==> src/hw/rtl/vrdd_pkg.sv <==
`default_nettype none

package vrdd_pkg;

  localparam int VEL_W   = 16;
  localparam int STEP_W  = 15;
  localparam int GAIN_W  = 24;
  localparam int WHEEL_W = 24;
  localparam int PROD_W  = VEL_W + GAIN_W + 1;
  localparam int FRAC_W  = 16;

  localparam int CFG_ADDR_W = 3;
  localparam int CFG_DATA_W = 24;

  localparam int IN_DATA_W  = 32;
  localparam int OUT_DATA_W = 80;

  localparam logic [CFG_ADDR_W-1:0] CFG_ACCEL_STEP      = 3'd0;
  localparam logic [CFG_ADDR_W-1:0] CFG_DECEL_STEP      = 3'd1;
  localparam logic [CFG_ADDR_W-1:0] CFG_ROT_ACCEL_STEP  = 3'd2;
  localparam logic [CFG_ADDR_W-1:0] CFG_ROT_DECEL_STEP  = 3'd3;
  localparam logic [CFG_ADDR_W-1:0] CFG_ROT_RAMP_ENABLE = 3'd4;
  localparam logic [CFG_ADDR_W-1:0] CFG_LINEAR_GAIN     = 3'd5;
  localparam logic [CFG_ADDR_W-1:0] CFG_ROTATION_GAIN   = 3'd6;

  localparam logic [STEP_W-1:0] ACCEL_STEP_RST = 15'd50;
  localparam logic [STEP_W-1:0] DECEL_STEP_RST = 15'd100;
  localparam logic [GAIN_W-1:0] GAIN_RST       = 24'd65536;

  typedef logic signed [VEL_W-1:0]   vel_t;
  typedef logic [STEP_W-1:0]         step_t;
  typedef logic signed [PROD_W-1:0]  prod_t;
  typedef logic signed [WHEEL_W-1:0] wheel_t;

endpackage

`default_nettype wire

==> src/hw/rtl/vrdd_ramp.sv <==
`default_nettype none

module vrdd_ramp (
  input  var vrdd_pkg::vel_t  cur,
  input  var vrdd_pkg::vel_t  tgt,
  input  var vrdd_pkg::step_t acc_step,
  input  var vrdd_pkg::step_t dec_step,
  output vrdd_pkg::vel_t      res
);

  logic signed [17:0] c_e;
  logic signed [17:0] t_e;
  logic signed [17:0] a_e;
  logic signed [17:0] d_e;
  logic signed [17:0] c_up_a;
  logic signed [17:0] c_dn_d;
  logic signed [17:0] c_dn_a;
  logic signed [17:0] c_up_d;
  logic signed [17:0] raw;

  always_comb begin
    c_e    = {{2{cur[15]}}, cur};
    t_e    = {{2{tgt[15]}}, tgt};
    a_e    = {3'b000, acc_step};
    d_e    = {3'b000, dec_step};
    c_up_a = c_e + a_e;
    c_dn_d = c_e - d_e;
    c_dn_a = c_e - a_e;
    c_up_d = c_e + d_e;
    if (!cur[15]) begin
      if (t_e > c_up_a) begin
        raw = c_up_a;
      end else if (t_e < c_dn_d) begin
        raw = c_dn_d;
      end else begin
        raw = t_e;
      end
    end else begin
      if (t_e < c_dn_a) begin
        raw = c_dn_a;
      end else if (t_e > c_up_d) begin
        raw = c_up_d;
      end else begin
        raw = t_e;
      end
    end
    if (raw > 18'sd32767) begin
      res = 16'sh7fff;
    end else if (raw < -18'sd32768) begin
      res = 16'sh8000;
    end else begin
      res = raw[15:0];
    end
  end

endmodule

`default_nettype wire

==> src/hw/rtl/vrdd_wheel.sv <==
`default_nettype none

module vrdd_wheel (
  input  var vrdd_pkg::prod_t lin_prod,
  input  var vrdd_pkg::prod_t rot_prod,
  output vrdd_pkg::wheel_t    left_speed,
  output vrdd_pkg::wheel_t    right_speed
);

  localparam int SUM_W = vrdd_pkg::PROD_W + 1;
  localparam int Q_W   = SUM_W - vrdd_pkg::FRAC_W;

  logic signed [SUM_W-1:0] lin_e;
  logic signed [SUM_W-1:0] rot_e;
  logic signed [SUM_W-1:0] half;
  logic signed [SUM_W-1:0] left_sum;
  logic signed [SUM_W-1:0] right_sum;
  logic signed [Q_W-1:0]   left_q;
  logic signed [Q_W-1:0]   right_q;
  logic signed [Q_W-1:0]   q_max;
  logic signed [Q_W-1:0]   q_min;

  always_comb begin
    lin_e     = {lin_prod[vrdd_pkg::PROD_W-1], lin_prod};
    rot_e     = {rot_prod[vrdd_pkg::PROD_W-1], rot_prod};
    half      = SUM_W'(1) <<< (vrdd_pkg::FRAC_W - 1);
    left_sum  = lin_e - rot_e + half;
    right_sum = lin_e + rot_e + half;
    left_q    = left_sum[SUM_W-1:vrdd_pkg::FRAC_W];
    right_q   = right_sum[SUM_W-1:vrdd_pkg::FRAC_W];
    q_max     = {{(Q_W-vrdd_pkg::WHEEL_W+1){1'b0}}, {(vrdd_pkg::WHEEL_W-1){1'b1}}};
    q_min     = ~q_max;

    if (left_q > q_max) begin
      left_speed = {1'b0, {(vrdd_pkg::WHEEL_W-1){1'b1}}};
    end else if (left_q < q_min) begin
      left_speed = {1'b1, {(vrdd_pkg::WHEEL_W-1){1'b0}}};
    end else begin
      left_speed = left_q[vrdd_pkg::WHEEL_W-1:0];
    end

    if (right_q > q_max) begin
      right_speed = {1'b0, {(vrdd_pkg::WHEEL_W-1){1'b1}}};
    end else if (right_q < q_min) begin
      right_speed = {1'b1, {(vrdd_pkg::WHEEL_W-1){1'b0}}};
    end else begin
      right_speed = right_q[vrdd_pkg::WHEEL_W-1:0];
    end
  end

endmodule

`default_nettype wire

==> src/hw/rtl/velocity_ramp_diff_drive_top.sv <==
// An accepted item is registered in s1, then s2 (gain products), then out_tdata.
// Throughput: one item per cycle unless out_tready stalls; the ramp state update is
// the only loop, the two gain multiplies and the round/saturate stage are pipelined.
// Reset: synchronous, active low on rst_n; it empties the pipeline, clears the
// ramp state to zero and restores every configuration register to its default.
`default_nettype none

module velocity_ramp_diff_drive_top (
  input  wire                                clk,
  input  wire                                rst_n,
  input  wire                                in_tvalid,
  output logic                               in_tready,
  // target_forward [15:0], target_rotation [31:16]
  input  wire  [vrdd_pkg::IN_DATA_W-1:0]     in_tdata,
  output logic                               out_tvalid,
  input  wire                                out_tready,
  // ramped_forward [15:0], ramped_rotation [31:16],
  // left_wheel_speed [55:32], right_wheel_speed [79:56]
  output logic [vrdd_pkg::OUT_DATA_W-1:0]    out_tdata,
  input  wire                                cfg_we,
  input  wire  [vrdd_pkg::CFG_ADDR_W-1:0]    cfg_addr,
  input  wire  [vrdd_pkg::CFG_DATA_W-1:0]    cfg_wdata
);

  vrdd_pkg::step_t                    accel_r;
  vrdd_pkg::step_t                    decel_r;
  vrdd_pkg::step_t                    rot_accel_r;
  vrdd_pkg::step_t                    rot_decel_r;
  logic                               rot_en_r;
  logic [vrdd_pkg::GAIN_W-1:0]        lin_gain_r;
  logic [vrdd_pkg::GAIN_W-1:0]        rot_gain_r;

  vrdd_pkg::vel_t  cur_fwd_r;
  vrdd_pkg::vel_t  cur_rot_r;
  vrdd_pkg::vel_t  fwd_nxt;
  vrdd_pkg::vel_t  rot_ramped;
  vrdd_pkg::vel_t  rot_nxt;
  vrdd_pkg::vel_t  tgt_fwd;
  vrdd_pkg::vel_t  tgt_rot;

  logic            s1_valid_r;
  vrdd_pkg::vel_t  s1_fwd_r;
  vrdd_pkg::vel_t  s1_rot_r;
  logic            s2_valid_r;
  vrdd_pkg::vel_t  s2_fwd_r;
  vrdd_pkg::vel_t  s2_rot_r;
  vrdd_pkg::prod_t lin_prod_r;
  vrdd_pkg::prod_t rot_prod_r;
  logic            out_valid_r;
  logic [vrdd_pkg::OUT_DATA_W-1:0] out_data_r;

  vrdd_pkg::wheel_t left_speed;
  vrdd_pkg::wheel_t right_speed;

  logic in_accept;
  logic out_rdy;
  logic s2_rdy;
  logic s1_rdy;

  logic signed [16:0] fwd_delta;
  logic        [16:0] fwd_mag;

  always_ff @(posedge clk) begin
    if (!rst_n) begin
      accel_r     <= vrdd_pkg::ACCEL_STEP_RST;
      decel_r     <= vrdd_pkg::DECEL_STEP_RST;
      rot_accel_r <= vrdd_pkg::ACCEL_STEP_RST;
      rot_decel_r <= vrdd_pkg::DECEL_STEP_RST;
      rot_en_r    <= 1'b0;
      lin_gain_r  <= vrdd_pkg::GAIN_RST;
      rot_gain_r  <= vrdd_pkg::GAIN_RST;
    end else if (cfg_we) begin
      unique case (cfg_addr)
        vrdd_pkg::CFG_ACCEL_STEP:      accel_r     <= cfg_wdata[vrdd_pkg::STEP_W-1:0];
        vrdd_pkg::CFG_DECEL_STEP:      decel_r     <= cfg_wdata[vrdd_pkg::STEP_W-1:0];
        vrdd_pkg::CFG_ROT_ACCEL_STEP:  rot_accel_r <= cfg_wdata[vrdd_pkg::STEP_W-1:0];
        vrdd_pkg::CFG_ROT_DECEL_STEP:  rot_decel_r <= cfg_wdata[vrdd_pkg::STEP_W-1:0];
        vrdd_pkg::CFG_ROT_RAMP_ENABLE: rot_en_r    <= cfg_wdata[0];
        vrdd_pkg::CFG_LINEAR_GAIN:     lin_gain_r  <= cfg_wdata[vrdd_pkg::GAIN_W-1:0];
        vrdd_pkg::CFG_ROTATION_GAIN:   rot_gain_r  <= cfg_wdata[vrdd_pkg::GAIN_W-1:0];
        default: ;
      endcase
    end
  end

  assign tgt_fwd = in_tdata[15:0];
  assign tgt_rot = in_tdata[31:16];

  vrdd_ramp u_ramp_fwd (
    .cur      (cur_fwd_r),
    .tgt      (tgt_fwd),
    .acc_step (accel_r),
    .dec_step (decel_r),
    .res      (fwd_nxt)
  );

  vrdd_ramp u_ramp_rot (
    .cur      (cur_rot_r),
    .tgt      (tgt_rot),
    .acc_step (rot_accel_r),
    .dec_step (rot_decel_r),
    .res      (rot_ramped)
  );

  assign rot_nxt = rot_en_r ? rot_ramped : tgt_rot;

  assign out_rdy   = !out_valid_r || out_tready;
  assign s2_rdy    = !s2_valid_r || out_rdy;
  assign s1_rdy    = !s1_valid_r || s2_rdy;
  assign in_tready = s1_rdy;
  assign in_accept = in_tvalid && s1_rdy;

  always_ff @(posedge clk) begin
    if (!rst_n) begin
      cur_fwd_r   <= '0;
      cur_rot_r   <= '0;
      s1_valid_r  <= 1'b0;
      s2_valid_r  <= 1'b0;
      out_valid_r <= 1'b0;
    end else begin
      if (in_accept) begin
        cur_fwd_r <= fwd_nxt;
        cur_rot_r <= rot_nxt;
      end
      if (s1_rdy) begin
        s1_valid_r <= in_tvalid;
      end
      if (s2_rdy) begin
        s2_valid_r <= s1_valid_r;
      end
      if (out_rdy) begin
        out_valid_r <= s2_valid_r;
      end
    end
  end

  always_ff @(posedge clk) begin
    if (in_accept) begin
      s1_fwd_r <= fwd_nxt;
      s1_rot_r <= rot_nxt;
    end
    if (s2_rdy && s1_valid_r) begin
      s2_fwd_r   <= s1_fwd_r;
      s2_rot_r   <= s1_rot_r;
      lin_prod_r <= vrdd_pkg::prod_t'(s1_fwd_r) *
                    vrdd_pkg::prod_t'($signed({1'b0, lin_gain_r}));
      rot_prod_r <= vrdd_pkg::prod_t'(s1_rot_r) *
                    vrdd_pkg::prod_t'($signed({1'b0, rot_gain_r}));
    end
    if (out_rdy && s2_valid_r) begin
      out_data_r <= {right_speed, left_speed, s2_rot_r, s2_fwd_r};
    end
  end

  vrdd_wheel u_wheel (
    .lin_prod    (lin_prod_r),
    .rot_prod    (rot_prod_r),
    .left_speed  (left_speed),
    .right_speed (right_speed)
  );

  assign out_tvalid = out_valid_r;
  assign out_tdata  = out_data_r;

  always_comb begin
    fwd_delta = {fwd_nxt[15], fwd_nxt} - {cur_fwd_r[15], cur_fwd_r};
    fwd_mag   = fwd_delta[16] ? 17'(-fwd_delta) : 17'(fwd_delta);
  end

  a_fwd_step_bounded: assert property (@(posedge clk) disable iff (!rst_n)
    in_accept |-> (fwd_mag <= {2'b00, accel_r}) || (fwd_mag <= {2'b00, decel_r}))
    else $error("forward ramp step exceeds both limits");

  a_rot_passthrough: assert property (@(posedge clk) disable iff (!rst_n)
    in_accept && !rot_en_r |=> cur_rot_r == $past(tgt_rot))
    else $error("rotation target not passed through with ramp disabled");

  a_stage1_matches_state: assert property (@(posedge clk) disable iff (!rst_n)
    in_accept |=> s1_valid_r && s1_fwd_r == cur_fwd_r && s1_rot_r == cur_rot_r)
    else $error("first stage lost track of ramp state");

  a_no_accept_when_full: assert property (@(posedge clk) disable iff (!rst_n)
    s1_valid_r && s2_valid_r && out_valid_r && !out_tready |-> !in_tready)
    else $error("item accepted while pipeline is full and stalled");

endmodule

`default_nettype wire
==> config.mk <==
export PLATFORM = sky130hd
export DESIGN_NAME = velocity_ramp_diff_drive_top
export DESIGN_NICKNAME = d
export VERILOG_FILES = /design/src/hw/rtl/vrdd_pkg.sv /design/src/hw/rtl/vrdd_ramp.sv /design/src/hw/rtl/vrdd_wheel.sv /design/src/hw/rtl/velocity_ramp_diff_drive_top.sv
export SDC_FILE = /design/constraint.sdc
export NUM_CORES = 2
export LEC_CHECK = 0
export BUFFER_PORTS_ARGS = -buffer_cell sky130_fd_sc_hd__buf_4
export CORE_MARGIN = 8
export CORE_UTILIZATION = 37
export CTS_BUF_LIST = sky130_fd_sc_hd__clkbuf_2 sky130_fd_sc_hd__clkbuf_4 sky130_fd_sc_hd__clkbuf_8
export DETAILED_ROUTE_END_ITERATION = 8
export GPL_ROUTABILITY_DRIVEN = 0
export PLACE_DENSITY = 0.58
export SYNTH_ARGS = -nofsm -noshare
export SYNTH_HDL_FRONTEND = slang
export SYNTH_HIERARCHICAL = 1
export SYNTH_SLANG_ARGS = --single-unit
==> constraint.sdc <==
create_clock -name clk -period 10.25 [get_ports clk]
set_clock_uncertainty 0.15 [all_clocks]
set_input_delay 1.025 -clock clk [delete_from_list [all_inputs] [get_ports clk]]
set_output_delay 1.025 -clock clk [all_outputs]
set_load 0.005 [all_outputs]
==> flow_summary.json <==
{
  "worstSetupStartpointType": "flip-flop",
  "die_h_um": 401,
  "vdd_ir_drop_max_mv": 0.245,
  "wl_mm": 164,
  "maxSlewHeadroom_pct": 21.8,
  "critPathSlowestCell": "clkinv_1",
  "r2r_start": "s1_rot_r[15]",
  "ios": 146,
  "grt_pass1_vias": 43900,
  "grt_pass1_wl_mm": 256,
  "die-area_um2": 161000,
  "num_vias": 43200,
  "cpMostUsedCell": "fa_1",
  "cts_setup_buffers": 0,
  "synthArstFlopShare_pct": 0,
  "cp_num_buf_inv": 3,
  "final_common_cell": "inv_1",
  "nets": 7578,
  "drtPass1Iterations": 5,
  "post_cts_resized": 0,
  "drive_gt1_share_pct": 7.22,
  "r2r_end": "rot_prod_r[34]",
  "min_period_ns": 7.59,
  "grt_overflow_total": 0,
  "yosys_warnings": 6,
  "rsz0062_at_grt": "no",
  "syn_inst": 6225,
  "r2r_slack_ns": 2.66,
  "setup_viol_count_final": 0,
  "maxCapViolCount": 0,
  "place_ws_ns": 2.74,
  "cts_sinks": 370,
  "fin_crit_sh_pct": 74.0,
  "grt_usage_pct": 19.9,
  "worst_slack_ns": 2.66,
  "p_int_w": 0.00652,
  "worst_ep_required_time_ns": 10.55,
  "drt_iter0_markers": 3136,
  "hold_path_class": "flip-flop to flip-flop",
  "critPathKind": "flip-flop to flip-flop",
  "h-tree-depth": 3,
  "core_um2": 147000,
  "power.density_nw_per_um2": 231,
  "cp_cell_sequence": "clkinv_1, nor2_1, fa_1, fa_1, fa_1, fa_1, fa_1, inv_1, fa_1, inv_1, ha_1, nand2_1, o21ai_1, a41oi_1, nor2_1, o21ai_1, o41ai_1, o22ai_1, o311ai_1",
  "hpwl_mm": 128,
  "numCtsBuffers": 71,
  "antenna_left": 0,
  "synth_ff_type": "edfxtp_1",
  "ctsHoldBuffers": 0,
  "fin_tns_setup_ns": 0,
  "seqPwrFrac_pct": 17.8,
  "dp_cells": 8065,
  "crit_start": "s1_rot_r[15]",
  "tightest_slew_ns": 1.17,
  "route.detailed.drc": 0,
  "syn-cell-area_um2": 54800,
  "ys_ff_latch": 370,
  "crit_cells": 19,
  "port_buffers": 145,
  "hold_violations": 0,
  "seq_area_frac_synth_pct": 17.6,
  "p_leak_nw": 27.8,
  "clockBufferDepth": 3,
  "maxSlewViolCount": 0,
  "antenna_found_initial": 8,
  "critPathMaxFanout": 17,
  "cts_root_buf": "clkbuf_8",
  "pwr-share-clk_pct": 12.4,
  "max_freq_mhz": 132,
  "final_util_pct": 40.1,
  "syn_nets": 7595,
  "start_util_pct": 37.2,
  "via_per_inst": 5.28,
  "avgSynthCellArea_um2": 8.81,
  "area_growth_pct": 7.77,
  "yosysUniqueCellTypes": 100,
  "cts_tree": "yes",
  "switching_share_pct": 52.1,
  "power.switching_w": 0.00710,
  "cp.arrival_ns": 7.89,
  "die_w_um": 401,
  "grt_max_degree": 84,
  "post_drt_wl_per_cell_um": 20.0,
  "status": "finished, final reports clean",
  "worst_setup_path_end_kind": "flip-flop",
  "critical_path.top_delay_family": "adder cells",
  "critPathMaxStageDelay_ns": 0.64,
  "fin_cells": 8195,
  "synth_edf_count": 226,
  "mostFrequentLayoutCells": "inv_1 (1036), nand2_1 (865), ha_1 (686)",
  "cts.clk_slew.worst_paths_ns": 0.07,
  "placementRows": 141,
  "pwr-share-comb_pct": 69.8,
  "insertion_delay_ns": 0.79,
  "cp-endpoint": "rot_prod_r[34]",
  "worstRegToRegCells": 19
}
state kept, by name, indices dropped and copies added (netlist names), 16 cells and up:
name        count
cur_fwd_r      16
cur_rot_r      16
lin_gain_r     24
lin_prod_r     41
out_tdata      80
rot_gain_r     24
rot_prod_r     41
s1_fwd_r       16
s1_rot_r       16
s2_fwd_r       16
s2_rot_r       16
power groups by stage:
stage	Clock, W	Combinational (W)	Sequential (W)
6_report	0.00170	0.00951	0.00242
5_1_grt	0.00181	0.0105	0.00245
4_1_cts	0.00175	0.00944	0.00242
3_5_place_dp	0	0.00937	0.00245
3_3_place_gp	0	0.00931	0.00245
2_1_floorplan	0	0.00682	0.00224
worst register-to-register path: cells and delay by family, from the launching register on:
| family | cells | cell delay, ns |
|---|---|---|
| buffers and inverters | 3 | 0.75 |
| AO/OA/AOI/OAI | 6 | 1.67 |
| AND/OR/NAND/NOR | 3 | 0.59 |
| adder cells (fa/ha/maj) | 7 | 3.49 |
| flip-flops | 1 | 0.60 |
worst min-delay path by stage:
stage,depth (start not counted),start,end
floorplan,0,s2_fwd_r[0],out_tdata[0]
global placement,0,s2_rot_r[4],out_tdata[20]
detailed placement,0,s2_rot_r[4],out_tdata[20]
CTS,0,s2_fwd_r[6],out_tdata[6]
global route,0,s2_rot_r[4],out_tdata[20]
finish,0,s2_fwd_r[6],out_tdata[6]
layer usage:
layer  vias to the layer above  share of wire [%]  GRT usage (%)
li1                      20300                  -              -
met1                     21200                 46           27.9
met2                      1434                 45           32.0
met3                       278                6.3           3.03
met4                         2                3.0           5.73
met5                         -             0.0079              0
synth_stat cells, drive strengths merged, types with 9 or more instances:
cell type / count / area [um2]
a21oi: 302 / 1570
nand4: 55 / 344
o21bai: 44 / 330
nor2: 203 / 767
o31ai: 34 / 324
nand2: 868 / 3260
and2: 351 / 2200
inv: 1039 / 3900
mux2: 28 / 315
nand2b: 57 / 357
nor2b: 40 / 250
a41oi: 9 / 86.3
a21boi: 141 / 1060
nand3: 81 / 405
clkbuf: 214 / 803
fa: 620 / 12400
nor4: 12 / 87.6
or3: 19 / 119
a31o: 11 / 105
a31oi: 34 / 270
xor2: 66 / 586
a21o: 122 / 916
dfxtp: 144 / 2880
o21a: 27 / 203
o21ai: 191 / 1040
o211ai: 39 / 293
a211o: 12 / 105
edfxtp: 226 / 6790
or2: 9 / 56.3
xnor2: 160 / 1400
mux2i: 31 / 310
o211a: 11 / 110
a221oi: 25 / 244
a211oi: 37 / 293
buf: 63 / 383
a2111oi: 11 / 115
ha: 686 / 8580
o2111ai: 9 / 78.8
nor3b: 9 / 87.6
and3: 22 / 139
nor3: 62 / 335
metrics by stage:
stage,hold WS [ns],cell area [um2],total power (W)
floorplan,0.250,54800,0.00906
global placement,0.252,57500,0.0118
detailed placement,0.255,57500,0.0118
CTS,0.267,59100,0.0136
global route,0.273,59100,0.0148
finish,0.266,59100,0.0136
kinds of logic after synthesis:
group	count (synthesis)	share of synthesized area [%]
AO/OA/AOI/OAI	1123	14.1
XOR/XNOR	226	3.62
adder cells (fa/ha/maj)	1310	38.4
buffers and inverters	1320	9.31
flip-flops	370	17.6
multiplexers	59	1.14
AND/OR/NAND/NOR	1817	15.8
layout make-up:
type,instances,area (um2)
flip-flops and latches,370,9670
clock inverters,39,448
diodes,1,2.50
fillers,14900,88400
clock buffers,90,1150
inverters,1043,3920
multi-input cells,4535,40100
well taps,1930,2410
repair buffers,187,1400
No activity file was read; power rests on OpenSTA's default activity.
